## src/hdl/rfw_pkg.sv

```systemverilog
// Shared types and constants for the rectangle fill writer.
// Holds the request and response item structs, the start decode struct and the codes.
// No dependencies.
package rfw_pkg;

  localparam int ADDR_W = 17;

  localparam logic MODE_START = 1'b0;
  localparam logic MODE_TICK  = 1'b1;

  localparam logic [1:0] KIND_WRITE  = 2'd0;
  localparam logic [1:0] KIND_REJECT = 2'd1;
  localparam logic [1:0] KIND_EMPTY  = 2'd2;
  localparam logic [1:0] KIND_BUSY   = 2'd3;

  typedef struct packed {
    logic               mode;
    logic               page;
    logic signed [15:0] left_x;
    logic signed [15:0] top_y;
    logic signed [15:0] rect_width;
    logic signed [15:0] rect_height;
    logic [7:0]         fill_color;
  } req_t;

  typedef struct packed {
    logic [1:0]        kind;
    logic [ADDR_W-1:0] byte_address;
    logic [31:0]       write_data;
    logic              is_word;
    logic              last;
  } rsp_t;

  // Outcome of checking a start item against the screen.
  typedef struct packed {
    logic              reject;
    logic              empty;
    logic [ADDR_W-1:0] base_address;
  } start_info_t;

endpackage

```

## src/hdl/rfw_start_check.sv

```systemverilog
// Decodes a start item: off-screen check, empty check and first byte address.
// Depends on rfw_pkg.
module rfw_start_check #(
  parameter int SCREEN_WIDTH  = 320,
  parameter int SCREEN_HEIGHT = 200,
  parameter int PAGE_BYTES    = 65536
) (
  input  rfw_pkg::req_t        req,
  output rfw_pkg::start_info_t info
);

  localparam int ADDR_W = rfw_pkg::ADDR_W;
  localparam int PX_W   = $clog2(SCREEN_WIDTH + 1);
  localparam int ROW_W  = $clog2(SCREEN_HEIGHT + 1);
  localparam logic signed [16:0] SW_S    = 17'(SCREEN_WIDTH);
  localparam logic signed [16:0] SH_S    = 17'(SCREEN_HEIGHT);
  localparam logic [ADDR_W-1:0] SW_C     = ADDR_W'(SCREEN_WIDTH);
  localparam logic [ADDR_W-1:0] PAGE_OFS = ADDR_W'(PAGE_BYTES % (1 << ADDR_W));

  logic signed [16:0] right_edge;
  logic signed [16:0] bottom_edge;
  logic [ROW_W-1:0]   row_idx;
  logic [PX_W-1:0]    col_idx;
  logic [ADDR_W-1:0]  row_ofs;
  logic [ADDR_W-1:0]  page_ofs;

  // Exact signed sums; one extra bit keeps them from overflowing.
  assign right_edge  = 17'(req.left_x) + 17'(req.rect_width);
  assign bottom_edge = 17'(req.top_y) + 17'(req.rect_height);

  assign info.reject = req.left_x[15] || req.top_y[15] ||
                       (right_edge > SW_S) || (bottom_edge > SH_S);
  assign info.empty  = req.rect_width[15] || (req.rect_width == 16'sd0) ||
                       req.rect_height[15] || (req.rect_height == 16'sd0);

  // The address only matters when the rectangle passed the check, and then the
  // corner lies on screen, so the narrow slices hold the whole coordinate.
  assign row_idx  = req.top_y[ROW_W-1:0];
  assign col_idx  = req.left_x[PX_W-1:0];
  assign row_ofs  = ADDR_W'(ADDR_W'(row_idx) * SW_C);
  assign page_ofs = req.page ? PAGE_OFS : '0;
  assign info.base_address = page_ofs + row_ofs + ADDR_W'(col_idx);

endmodule

```

## src/hdl/rfw_walker.sv

```systemverilog
// Rectangle walk state: holds the cursor and counters and forms the result of each item.
// Depends on rfw_pkg and the start decode from rfw_start_check.
module rfw_walker #(
  parameter int SCREEN_WIDTH  = 320,
  parameter int SCREEN_HEIGHT = 200
) (
  input  logic                 clk,
  input  logic                 rst,
  input  logic                 fire,
  input  rfw_pkg::req_t        req,
  input  rfw_pkg::start_info_t info,
  output logic                 has_result,
  output rfw_pkg::rsp_t        result
);

  localparam int ADDR_W = rfw_pkg::ADDR_W;
  localparam int PX_W   = $clog2(SCREEN_WIDTH + 1);
  localparam int ROW_W  = $clog2(SCREEN_HEIGHT + 1);
  localparam logic [ADDR_W-1:0] SW_C     = ADDR_W'(SCREEN_WIDTH);
  localparam logic [PX_W-1:0]   PX_WORD  = PX_W'(4);
  localparam logic [PX_W-1:0]   PX_BYTE  = PX_W'(1);
  localparam logic [ROW_W-1:0]  ROW_ONE  = ROW_W'(1);

  logic              busy, busy_next;
  logic [ADDR_W-1:0] cursor_address, cursor_address_next;
  logic [ADDR_W-1:0] row_start_address, row_start_address_next;
  logic [PX_W-1:0]   pixels_left_in_row, pixels_left_in_row_next;
  logic [ROW_W-1:0]  rows_left, rows_left_next;
  logic [PX_W-1:0]   row_width, row_width_next;
  logic [7:0]        held_color, held_color_next;

  logic              is_start;
  logic              start_ok;
  logic              word;
  logic [PX_W-1:0]   px_after;
  logic              row_done;
  logic              rect_done;

  assign is_start  = (req.mode == rfw_pkg::MODE_START);
  assign start_ok  = is_start && !busy && !info.reject && !info.empty;
  assign word      = (cursor_address[1:0] == 2'b00) && (pixels_left_in_row >= PX_WORD);
  assign px_after  = pixels_left_in_row - (word ? PX_WORD : PX_BYTE);
  assign row_done  = (px_after == '0);
  assign rect_done = row_done && (rows_left == ROW_ONE);

  always_comb begin
    has_result = is_start ? !start_ok : busy;
    result     = '0;
    result.last = 1'b1;
    if (is_start) begin
      if (busy) begin
        result.kind = rfw_pkg::KIND_BUSY;
      end else if (info.reject) begin
        result.kind = rfw_pkg::KIND_REJECT;
      end else begin
        result.kind = rfw_pkg::KIND_EMPTY;
      end
    end else begin
      result.kind         = rfw_pkg::KIND_WRITE;
      result.byte_address = cursor_address;
      result.write_data   = {4{held_color}};
      result.is_word      = word;
      result.last         = rect_done;
    end
  end

  always_comb begin
    busy_next               = busy;
    cursor_address_next     = cursor_address;
    row_start_address_next  = row_start_address;
    pixels_left_in_row_next = pixels_left_in_row;
    rows_left_next          = rows_left;
    row_width_next          = row_width;
    held_color_next         = held_color;
    if (fire && start_ok) begin
      busy_next               = 1'b1;
      cursor_address_next     = info.base_address;
      row_start_address_next  = info.base_address;
      row_width_next          = req.rect_width[PX_W-1:0];
      pixels_left_in_row_next = req.rect_width[PX_W-1:0];
      rows_left_next          = req.rect_height[ROW_W-1:0];
      held_color_next         = req.fill_color;
    end else if (fire && !is_start && busy) begin
      cursor_address_next     = cursor_address + (word ? ADDR_W'(4) : ADDR_W'(1));
      pixels_left_in_row_next = px_after;
      if (row_done) begin
        rows_left_next = rows_left - ROW_ONE;
        if (rect_done) begin
          busy_next = 1'b0;
        end else begin
          row_start_address_next  = row_start_address + SW_C;
          cursor_address_next     = row_start_address + SW_C;
          pixels_left_in_row_next = row_width;
        end
      end
    end
  end

  always_ff @(posedge clk) begin
    if (rst) begin
      busy               <= 1'b0;
      cursor_address     <= '0;
      row_start_address  <= '0;
      pixels_left_in_row <= '0;
      rows_left          <= '0;
      row_width          <= '0;
      held_color         <= '0;
    end else begin
      busy               <= busy_next;
      cursor_address     <= cursor_address_next;
      row_start_address  <= row_start_address_next;
      pixels_left_in_row <= pixels_left_in_row_next;
      rows_left          <= rows_left_next;
      row_width          <= row_width_next;
      held_color         <= held_color_next;
    end
  end

`ifndef ASSERT_OFF
  a_busy_counts: assert property (@(posedge clk) disable iff (rst)
    busy |-> (pixels_left_in_row != '0) && (rows_left != '0) && (row_width != '0))
    else $error("walk active with an exhausted counter");

  a_px_bound: assert property (@(posedge clk) disable iff (rst)
    busy |-> (pixels_left_in_row <= row_width))
    else $error("pixels left exceed the row width");

  a_word_aligned: assert property (@(posedge clk) disable iff (rst)
    (has_result && result.kind == rfw_pkg::KIND_WRITE && result.is_word) |->
      (result.byte_address[1:0] == 2'b00))
    else $error("word write at an unaligned address");

  a_last_ends: assert property (@(posedge clk) disable iff (rst)
    (fire && has_result && result.kind == rfw_pkg::KIND_WRITE && result.last) |=> !busy)
    else $error("walk still active after its last write");
`endif

endmodule

```

## src/hdl/rect_fill_writer_core.sv

```systemverilog
// Top level of the rectangle fill writer: input register, start decode, walk state and
// result register. Depends on rfw_pkg, rfw_start_check and rfw_walker.
//
// Usage. The req channel takes items of type rfw_pkg::req_t under valid/ready. A start
// item (mode start) names page, corner, size and colour; a rectangle that leaves the
// screen is answered with a reject result, an empty one with an empty result, and a
// start that arrives while a rectangle is being filled is answered with a busy result
// and otherwise ignored. An accepted start gives no result. Each tick item then gives
// one framebuffer write on the rsp channel (rfw_pkg::rsp_t): a word write when the
// address is word aligned and four or more pixels remain in the row, else a byte write.
// The final write of a rectangle, and every non-write result, carries last. A tick
// while idle gives nothing.
//
// Timing. An accepted item sits in the input register, where the check and the walk step
// are worked out, and its result is then captured in the result register. One item is
// taken every cycle while results are drained. When the receiver stalls, the result
// register holds its item and the input register holds the next one that produces a
// result; req_ready then drops.
// Reset (rst, synchronous) empties both registers and returns the walker to idle.
module rect_fill_writer_core #(
  parameter int SCREEN_WIDTH  = 320,
  parameter int SCREEN_HEIGHT = 200,
  parameter int PAGE_BYTES    = 65536
) (
  input  logic          clk,
  input  logic          rst,
  input  logic          req_valid,
  output logic          req_ready,
  input  rfw_pkg::req_t req,
  output logic          rsp_valid,
  input  logic          rsp_ready,
  output rfw_pkg::rsp_t rsp
);

  // Input register.
  logic          hold_valid;
  rfw_pkg::req_t hold_req;

  // Work on the held item.
  rfw_pkg::start_info_t info;
  logic                 has_result;
  rfw_pkg::rsp_t        result;
  logic                 out_free;
  logic                 fire;

  // The held item may leave when it yields no result, or when the result register
  // is empty or being emptied in this cycle.
  assign out_free  = !rsp_valid || rsp_ready;
  assign fire      = hold_valid && (!has_result || out_free);
  assign req_ready = !hold_valid || fire;

  always_ff @(posedge clk) begin
    if (rst) begin
      hold_valid <= 1'b0;
    end else if (req_ready) begin
      hold_valid <= req_valid;
    end
  end

  // Payload carries no reset; it is only looked at when hold_valid is set.
  always_ff @(posedge clk) begin
    if (req_valid && req_ready) begin
      hold_req <= req;
    end
  end

  rfw_start_check #(
    .SCREEN_WIDTH  (SCREEN_WIDTH),
    .SCREEN_HEIGHT (SCREEN_HEIGHT),
    .PAGE_BYTES    (PAGE_BYTES)
  ) u_check (
    .req  (hold_req),
    .info (info)
  );

  rfw_walker #(
    .SCREEN_WIDTH  (SCREEN_WIDTH),
    .SCREEN_HEIGHT (SCREEN_HEIGHT)
  ) u_walker (
    .clk        (clk),
    .rst        (rst),
    .fire       (fire),
    .req        (hold_req),
    .info       (info),
    .has_result (has_result),
    .result     (result)
  );

  // Result register.
  always_ff @(posedge clk) begin
    if (rst) begin
      rsp_valid <= 1'b0;
    end else if (fire && has_result) begin
      rsp_valid <= 1'b1;
    end else if (rsp_ready) begin
      rsp_valid <= 1'b0;
    end
  end

  always_ff @(posedge clk) begin
    if (fire && has_result) begin
      rsp <= result;
    end
  end

endmodule

```

## config.mk

```make
export PLATFORM = sky130hd
export DESIGN_NAME = rect_fill_writer_core
export DESIGN_NICKNAME = d
export VERILOG_FILES = /design/src/hdl/rfw_pkg.sv /design/src/hdl/rfw_start_check.sv /design/src/hdl/rfw_walker.sv /design/src/hdl/rect_fill_writer_core.sv
export SDC_FILE = /design/constraint.sdc
export NUM_CORES = 1
export LEC_CHECK = 0
export BUFFER_PORTS_ARGS = -buffer_cell sky130_fd_sc_hd__buf_2
export CORE_MARGIN = 2
export CORE_UTILIZATION = 45
export DETAILED_ROUTE_END_ITERATION = 16
export PLACE_DENSITY = 0.65
export SYNTH_ARGS = -nofsm -noshare
export SYNTH_HDL_FRONTEND = slang
export SYNTH_SLANG_ARGS = --single-unit
```

## constraint.sdc

```tcl
create_clock -name clk -period 9 [get_ports clk]
set_clock_uncertainty 0.15 [all_clocks]
set_input_delay 1.8 -clock clk [delete_from_list [all_inputs] [get_ports clk]]
set_output_delay 1.8 -clock clk [all_outputs]
set_load 0.02 [all_outputs]
```

==> flow_metrics.tcl, run 1 <==
set metrics [dict create \
    outcome "completed" \
    fp.dieH_um 153 \
    syn_to_final_growth_pct 12.1 \
    min_path_cells 2 \
    grt_max_degree 77 \
    path_class "reg2out" \
    cts_tree "built" \
    portBuffers 132 \
    routed_wirelength_um 21900 \
    clkLatencyLatePin_ns 0.43 \
    reg2reg_to "u_walker.cursor_address[9]" \
    slowest_delay_ns 0.45 \
    post_cts_buffers 0 \
    reg2reg_depth 13 \
    hold_buffers 0 \
    antenna_cells 0 \
    power_density_nw_per_um2 165 \
    drt_iter0_drc 503 \
    async_flop_share_pct 0 \
    cp.depth 12 \
    slew_headroom_pct 35.0 \
    cts-resized-gates 0 \
    path_clk_slew_ns 0.07 \
    cts_root_buf "clkbuf_16" \
    r2r_slack_ns 4.16 \
    setup_ws_ns 3.47 \
    antenna_found_initial 0 \
    crit_path_top_delay_cell "fa_1" \
    hold_viol 0 \
    ant_nets 0 \
    place_hpwl_um 15800 \
    rsz0062_at_grt "no" \
    synth_cells 1003 \
    ctsLongestPathBuffers 2 \
    grt_pass1_wl_um 36100 \
    pre_cts_ws_ns 3.91 \
    wl_per_cell_um 15.8 \
    cp-start-kind "register" \
    worst_hold_path.endpoint "u_walker.held_color[4]" \
    place_congestion 0.883 \
    synth_edf_count 103 \
    grt_pass1_vias 7110 \
    drv_cap 0 \
    netlist.area_leader.share_pct 31.1 \
    synthDistinctLibCells 74 \
    initial_core_util_pct 45.7 \
    synth.most_common_cell "nand2_1" \
    synthFlopType "edfxtp_1" \
    drt_first_pass_iters 5 \
    post-route-drc-count 0 \
    core-area_um2 21800 \
    viasPerCell 5.42 \
    synth-seq-cells 174 \
    layout_min_cycle_time_ns 5.53 \
    crit_path_end_kind "primary output" \
    leakage_uw 0.00422 \
    r2r-start "u_walker.pixels_left_in_row[4]" \
    grtUsageTotal_pct 18.9 \
    critical_path.max_fanout 8 \
    grt.overflow.total 0 \
    cts_made_buffers 17 \
    syn_area_um2 9940 \
    drive_above_1_share_pct 19.2 \
    synth_top_cells_by_area "edfxtp_1 31%, dfxtp_1 14%, ha_1 7.2%, a21oi_1 5.0%, nand2_1 4.6%" \
    path_buf_inv 1 \
    dieWidth_um 153 \
    arrival_ns 3.58 \
    yosysSeqAreaShare_pct 45.4 \
    rows 54 \
    dieArea_um2 23300 \
    htree_num_levels 4 \
    min_from "u_walker.held_color[4]" \
    postSynthNetCount 1142 \
    setup_viol 0 \
    critPathTopFamily "compound AO/OA/AOI/OAI gates" \
    nNetsFinal 1233 \
    avgSynthCellArea_um2 9.91 \
    io_pins 133 \
    tns_ns 0 \
    vdd_drop_max_v 0.000123 \
    slew_viol_final 0 \
    crit_path_cell_trace "ha_1 -> fa_1 -> a21o_1 -> nand4_1 -> a21boi_1 -> a2111o_1 -> o211ai_2 -> nor4_2 -> a31o_4 -> a31o_2 -> or2_1 -> buf_2" \
    yosys-top-cells-count "121 x nand2_1, 103 x edfxtp_1, 99 x a21oi_1" \
    hp-class "reg2reg" \
    fmax_mhz 181 \
    ys_warn_count 0 \
    num_vias 7513 \
    synth_top_area_cell "edfxtp_1" \
    cts_sinks 174 \
    worst_pin_slew_ns 0.975 \
    fin_crit_sh_pct 61.4 \
    critPathRequiredTime_ns 7.05 \
]
tightest hold or removal path: stages (launching register included):
cell	delay (ns)
dfxtp_1	0.30
nand2_1	0.05
a21oi_1	0.05
worst max-delay path by stage:
| stage | startpoint | end | slack, ns |
|---|---|---|---|
| after floorplan | hold_req[24] | hold_req[0] | 3.90 |
| after global placement | hold_req[8] | req_ready | 4.01 |
| after detailed placement | hold_req[8] | req_ready | 3.91 |
| after CTS | hold_req[8] | req_ready | 3.44 |
| after global routing | hold_req[24] | req_ready | 3.20 |
| final | hold_req[8] | req_ready | 3.47 |
power by group:
group	total [µW]	internal, µW	switching [µW]
Sequential	886	868	17.3
Clock	711	387	325
Combinational	242	99.8	142
placed cells by master (no fill, tap or decap), types with 12 or more instances in the layout:
cell type	count
a21o_1	14
nand4_1	16
inv_1	33
o21ai_0	21
xor2_1	25
and2_1	31
dfxtp_1	71
nand3_1	37
a211oi_2	17
ha_1	57
nand2b_1	12
o211ai_1	13
edfxtp_1	103
nor4_1	13
nand2_1	121
clkbuf_16	17
and3_1	12
xnor2_1	37
nor3_1	16
buf_2	132
a21oi_1	99
nor2_1	58
cell type report:
class                      instances  area [µm²]
tap                              280         350
clock buffer                      18         429
clock inverter                    14         131
sequential                       174        4510
fill                            2034       10600
timing repair buffer             139         713
multi-input combinational        729        4880
inverter                          33         124
layer usage:
layer / track usage, % / part of all wire, %
met4: 4.94 / 1.5
met2: 30.0 / 46
met5: 0 / 0
met3: 3.70 / 3.9
met1: 26.5 / 49
flip-flops by register name, indices dropped and copies added (netlist names):
name,cells
hold_req,74
u_walker.row_width,9
u_walker.busy,1
u_walker.cursor_address,17
u_walker.pixels_left_in_row,9
hold_valid,1
u_walker.rows_left,8
u_walker.row_start_address,17
rsp_valid,1
u_walker.held_color,8
rsp,29
kinds of logic (layout without fill, tap and decap cells):
group,after synthesis,in the layout,synth area share (%)
AOI/OAI and AO/OA,242,242,17.1
xor gates and xnor gates,62,62,5.47
adders and majority gates,61,61,7.98
buffers and inverters,100,204,5.50
DFF,174,174,45.4
muxes,7,7,0.730
and+or+nand+nor,357,357,17.8
through the flow:
stage	instance area, µm²	utilization (%)	hold WS (ns)	power (µW)	std cells
6_report	11100	51.2	0.298	1840	1387
5_1_grt	11100	51.2	0.321	1920	1387
2_1_floorplan	9940	-	0.277	1080	1003
3_3_place_gp	10600	48.6	0.284	1140	1355
3_5_place_dp	10600	48.6	0.289	1140	1355
4_1_cts	11100	51.2	0.298	1850	1387
(Power assumes the default switching activity.)
==> run 2: changes to the inputs <==
--- a/config.mk
+++ b/config.mk
@@ -9,7 +9,7 @@
 export CORE_MARGIN = 2
 export CORE_UTILIZATION = 45
 export DETAILED_ROUTE_END_ITERATION = 16
-export PLACE_DENSITY = 0.65
+export PLACE_DENSITY = 0.67
 export SYNTH_ARGS = -nofsm -noshare
 export SYNTH_HDL_FRONTEND = slang
 export SYNTH_SLANG_ARGS = --single-unit
==> constraint.sdc (replaced) <==
create_clock -name clk -period 4.68 [get_ports clk]
set_clock_uncertainty 0.15 [all_clocks]
set_input_delay 0.936 -clock clk [delete_from_list [all_inputs] [get_ports clk]]
set_output_delay 0.936 -clock clk [all_outputs]
set_load 0.02 [all_outputs]
==> run 2 against run 1 <==
  * Critical path type unchanged
  * Critical endpoint unchanged
  * Highest routed layer unchanged
  * Wire length increased by 1.4%
  * Sequential share of layout area down 0.83 points
  * Combinational power increased by 100%
  * Largest cell class unchanged
  * Non-clock buffer count rose by 14
  * Global-route usage grew 0.23 points
  * First-iteration DRC count rose by 8.3%
==> flow_metrics.tcl, run 2 (synthesized netlist as in run 1, its figures left out) <==
set metrics [dict create \
    r2r_slack_ns 0.59 \
    wl_per_cell_um 15.8 \
    routed_wirelength_um 22200 \
    io_pins 133 \
    min_from "u_walker.held_color[0]" \
    nNetsFinal 1247 \
    cts_sinks 174 \
    regMostFlops "hold_req" \
    htree_num_levels 4 \
    grtUsageTotal_pct 19.1 \
    num_vias 7606 \
    place_congestion 0.853 \
    cts_made_buffers 17 \
    multi_input_comb_area_um2 4920 \
    syn_to_final_growth_pct 14.5 \
    rows 54 \
    slew_viol_final 0 \
    r2r-start "u_walker.pixels_left_in_row[4]" \
    clkLatencyLatePin_ns 0.44 \
    slew_headroom_pct 42.7 \
    cts_root_buf "clkbuf_16" \
    fp.dieH_um 153 \
    leakage_uw 0.00431 \
    final_common_cell "buf_2" \
    crit_path_end_kind "primary output" \
    ant_nets 0 \
    drv_cap 0 \
    regArea_um2 4510 \
    layout_min_cycle_time_ns 4.51 \
    critical_path.max_fanout 8 \
    core-area_um2 21800 \
    dieWidth_um 153 \
    critPathRequiredTime_ns 3.59 \
    arrival_ns 3.43 \
    drive_above_1_share_pct 21.1 \
    crit_path_start "hold_req[40]" \
    antenna_cells 0 \
    post-route-util_pct 52.3 \
    viasPerCell 5.43 \
    worst_pin_slew_ns 0.860 \
    largestRegisters "hold_req (74), rsp (29)" \
    fillCellCount 2005 \
    fmax_mhz 222 \
    path_class "reg2out" \
    grt.overflow.total 0 \
    ctsLongestPathBuffers 2 \
    path_clk_slew_ns 0.07 \
    hp-class "reg2reg" \
    drt_first_pass_iters 5 \
    hold_buffers 0 \
    layout_common_cells "132 x buf_2, 121 x nand2_1, 103 x edfxtp_1" \
    cts_tree "built" \
    fin_crit_sh_pct 96.5 \
    initial_core_util_pct 45.7 \
    holdWs_ns 0.298 \
    outcome "completed" \
    dieArea_um2 23300 \
    hold_viol 0 \
    setup_viol 0 \
    grt_pass1_vias 7241 \
    antenna_found_initial 0 \
    portBuffers 132 \
    largest_reg_flops 74 \
    vdd_drop_max_v 0.000220 \
    cp-start-kind "register" \
    grt_pass1_wl_um 36200 \
    post-route-drc-count 0 \
    power_uw 3600 \
    grt_max_degree 47 \
    drt_iter0_drc 545 \
    power_density_nw_per_um2 316 \
    place_hpwl_um 16200 \
]
run 2: cell types whose count changed in the layout (fill, tap and decap cells not counted), sizes merged:
cell	delta
clkbuf	+1
inv	+1
bufinv	-1
clkinv	-1
buf	+14
run 2: what timing repair did:
item	in CTS	in global routing
resized for setup	0	11
endpoints found under the hold margin	0	0
buffers inserted	1	2
pin swaps	1	2
endpoints found under the setup margin	1	1
run 2: path summary, 6_finish.rpt:
| check | end | depth (start not counted) |
|---|---|---|
| worst min-delay path | u_walker.held_color[0] | 2 |
| worst max register to register | u_walker.pixels_left_in_row[3] | 15 |
| worst max-delay path | req_ready | 12 |
| worst min register to register | u_walker.held_color[0] | 2 |
run 2: metal layers:
metal,track usage (%),up-vias,wire (µm)
li1,-,3838,-
met1,26.0,3532,10400
met2,31.0,196,10200
met3,3.50,40,1060
met4,6.17,0,469
met5,0,-,0
run 2: cell type report:
cell class | count | share of cell area [%]
clock buffers | 19 | 4.18
clock inverters | 13 | 0.990
inverters | 33 | 1.09
multi-input cells | 729 | 43.2
flip-flops and latches | 174 | 39.7
well taps | 280 | 3.08
repair buffers | 153 | 7.74
run 2: worst max-delay path: stages, from the launching register on:
cell and delay [ns]:
edfxtp_1 0.44, ha_2 0.23, fa_2 0.37, a21o_1 0.20, nand4_1 0.10, a21boi_1 0.08
a2111o_1 0.39, o211ai_2 0.15, nor4_2 0.06, a31o_4 0.29, a31o_4 0.26, or2_1 0.26
buf_2 0.17
run 2: stage by stage:
stage	worst slack, ns	TNS, ns	area, µm²	std cells
global placement	0.555	0	10700	1366
detailed placement	0.480	0	10700	1366
global route	-0.0179	-0.0179	11400	1401
CTS	0.0186	0	11300	1399
floorplan	0.276	0	9940	1003
finish	0.165	0	11400	1401
run 2: where the power goes:
group	internal [µW]	switching, µW
clock network	761	648
registers	1670	34.1
logic	204	279
==> run 3: changes to the inputs <==
--- a/config.mk
+++ b/config.mk
@@ -8,8 +8,11 @@
 export BUFFER_PORTS_ARGS = -buffer_cell sky130_fd_sc_hd__buf_2
 export CORE_MARGIN = 2
 export CORE_UTILIZATION = 45
+export CTS_CLUSTER_SIZE = 30
 export DETAILED_ROUTE_END_ITERATION = 16
 export PLACE_DENSITY = 0.67
+export SLEW_MARGIN = 0
 export SYNTH_ARGS = -nofsm -noshare
 export SYNTH_HDL_FRONTEND = slang
+export SYNTH_HIERARCHICAL = 1
 export SYNTH_SLANG_ARGS = --single-unit
==> run 3 against run 2 <==
  * Via count is 16% higher
  * Sequential power is 15% higher
  * Utilization up 3.4 points
  * Maximum frequency down 5.7%
  * The flow now finishes with violations (setup timing)
  * Wire length increased by 16%
  * Clock power grew 14%
  * Synthesized cell count is 6.9% higher
  * Critical path type unchanged
  * Critical endpoint unchanged
==> flow_metrics.tcl, run 3 <==
set metrics [dict create \
    place_congestion 0.901 \
    path_clk_slew_ns 0.09 \
    regMostFlops "hold_req" \
    num_vias 8815 \
    wl_per_cell_um 16.6 \
    ant_nets 0 \
    syn_to_final_growth_pct 20.8 \
    outcome "complete, but fails checks" \
    crit_path_end_kind "primary output" \
    netlist.area_leader.share_pct 35.0 \
    async_flop_share_pct 0 \
    fin_crit_sh_pct 102 \
    crit_path_top_delay_cell "edfxtp_1" \
    post-route-drc-count 0 \
    cts_root_buf "clkbuf_16" \
    tns_ns -0.289 \
    ys_warn_count 6 \
    grtUsageTotal_pct 19.9 \
    r2r-start "hold_req[24]" \
    critPathCapture "req_ready" \
    reg2reg_to "u_walker/rows_left[3]" \
    largestRegisters "hold_req (74), rsp (53)" \
    htree_num_levels 4 \
    grt.overflow.total 0 \
    synth_top_cells_by_area "edfxtp_1 35%, dfxtp_1 13%, ha_1 6.6%, nand2_1 3.2%, a21oi_1 3.2%" \
    reg2reg_depth 20 \
    yosys-top-cells-count "127 x edfxtp_1, 93 x nand2_1, 71 x dfxtp_1, 71 x nor2_1, 69 x a21oi_1" \
    holdWs_ns 0.303 \
    cts_sinks 198 \
    antenna_cells 0 \
    io_pins 133 \
    rsz0062_at_grt "yes" \
    slew_headroom_pct 27.6 \
    grt_pass1_wl_um 41500 \
    rows 56 \
    grt_pass1_vias 8117 \
    hold_viol 0 \
    fin_area_um2 13100 \
    cp_common_cell "buf_6" \
    drive_above_1_share_pct 24.4 \
    synth_top_area_cell "edfxtp_1" \
    hp-class "reg2reg" \
    synth.most_common_cell "edfxtp_1" \
    p_seq_share_pct 47.4 \
    slew_viol_final 0 \
    r2r_slack_ns -0.09 \
    ctsLongestPathBuffers 2 \
    dieArea_um2 25400 \
    multi_input_comb_area_um2 5310 \
    nNetsFinal 1361 \
    critical_path.max_fanout 3 \
    power_density_nw_per_um2 313 \
    drt_first_pass_iters 5 \
    layout_min_cycle_time_ns 4.79 \
    fmax_mhz 209 \
    synth_cells 1072 \
    setup_viol 4 \
    cts_made_buffers 17 \
    drt_iter0_drc 636 \
    placed_area_um2 12100 \
    crit_path_cell_trace "ha_4 -> fa_2 -> buf_6 -> a211oi_4 -> o21bai_1 -> a21oi_2 -> xor2_1 -> o21ai_2 -> a211o_1 -> nor4_4 -> o22ai_2 -> nor2_1 -> o21ai_2 -> buf_6 -> nand4b_4 -> buf_6" \
    portBuffers 132 \
    setup_ws_ns -0.105 \
    worst_pin_slew_ns 1.09 \
    leakage_uw 0.00502 \
    pwr-share-clk_pct 39.1 \
    place_hpwl_um 18200 \
    slowest_delay_ns 0.44 \
    path_class "reg2out" \
    fillCellCount 2040 \
    synthFlopType "edfxtp_1" \
    syn_area_um2 10900 \
    crit_path_start "hold_req[24]" \
    initial_core_util_pct 46.1 \
    p_int_uw 2930 \
    regArea_um2 5240 \
    post-route-util_pct 55.7 \
    hold_buffers 0 \
    core-area_um2 23600 \
    p_sw_uw 1190 \
    yosysSeqAreaShare_pct 48.1 \
    final_common_cell "buf_2" \
    power_uw 4120 \
    synthDistinctLibCells 74 \
    grt_max_degree 54 \
    postSynthNetCount 1211 \
    avgSynthCellArea_um2 10.2 \
    fp.dieH_um 160 \
    synth_edf_count 127 \
    largest_reg_flops 74 \
    layout_common_cells "131 x buf_2, 127 x edfxtp_1, 90 x nand2_1" \
    vdd_drop_max_v 0.000187 \
    routed_wirelength_um 25800 \
    dieWidth_um 160 \
    clkLatencyLatePin_ns 0.44 \
    power_frac_comb_pct 13.5 \
    critPathRequiredTime_ns 3.59 \
    antenna_found_initial 0 \
    cp-start-kind "register" \
    violations "setup timing" \
    cts_tree "built" \
    p_sw_share_pct 28.9 \
    synth-seq-cells 198 \
    viasPerCell 5.67 \
    arrival_ns 3.70 \
    drv_cap 0 \
]
[run 3: cell types whose count changed after synthesis, sizes merged, moves of 13 or more]
cell	delta
edfxtp	+24
nor2	+13
a31oi	+16
a311oi	+22
clkbuf	+23
o221ai	+13
o21ai	+27
a21oi	-36
nand2	-28
[run 3: worst min path at each step]
stage	slack [ns]	cells after the start	start	endpoint
after global placement	0.29	2	u_walker/held_color[4]	u_walker/held_color[4]
after global routing	0.32	2	u_walker/held_color[4]	u_walker/held_color[4]
after floorplan	0.28	2	u_walker/row_width[5]	u_walker/row_width[5]
after detailed placement	0.29	2	u_walker/held_color[7]	u_walker/held_color[7]
after CTS	0.30	2	u_walker/held_color[7]	u_walker/held_color[7]
final	0.30	2	u_walker/held_color[5]	u_walker/held_color[5]
[run 3: cells by family after synthesis]
family | synth area share [%]
multiplexers | 0.655
adder cells (fa/ha/maj) | 7.29
AO/OA/AOI/OAI | 17.5
flip-flops | 48.1
XOR/XNOR | 4.58
AND/OR/NAND/NOR | 16.6
buffers and inverters | 5.31
[run 3: layout make-up]
cell class / count / share of cell area [%]
multi-input cells: 754 / 40.4
flip-flops and latches: 198 / 39.8
repair buffers: 218 / 10.7
clock buffers: 17 / 3.24
well taps: 319 / 3.04
clock inverters: 15 / 1.84
inverters: 33 / 0.942
[run 3: per-layer routing]
metal / vias up / part of all wire (%) / global-route usage [%] / wire length, µm
li1: 4302 / - / - / -
met5: - / 0 / 0 / 0
met4: 0 / 1.6 / 5.29 / 415
met1: 4178 / 47 / 27.6 / 12000
met3: 37 / 5.6 / 3.59 / 1430
met2: 298 / 46 / 32.3 / 12000
[run 3: through the flow]
step / instances / setup WS, ns
floorplan: 1072 / 0.0551
global placement: 1509 / 0.0397
detailed placement: 1509 / -0.273
CTS: 1547 / -0.0277
global route: 1554 / -0.285
finish: 1554 / -0.105
[run 3: timing repair]
action | CTS | global route
setup endpoints to repair | 13 | 70
buffers inserted | 6 | 10
pin swaps | 13 | 23
gates resized for setup | 18 | 40
[run 3: power by group through the flow]
stage,combinational (µW),sequential [µW],clock (µW)
2_1_floorplan,334,1990,0
3_3_place_gp,511,1990,0
3_5_place_dp,516,1990,0
4_1_cts,536,1950,1640
5_1_grt,611,1960,1700
6_report,556,1950,1610
[run 3: critical path: cells and delay by family (launching register included)]
kind | cells | cell delay (ns)
AOI/OAI and AO/OA | 7 | 1.14
and+or+nand+nor | 3 | 0.51
xor gates and xnor gates | 1 | 0.17
buffers and inverters | 3 | 0.44
adders and majority gates | 2 | 0.56
DFF | 1 | 0.44
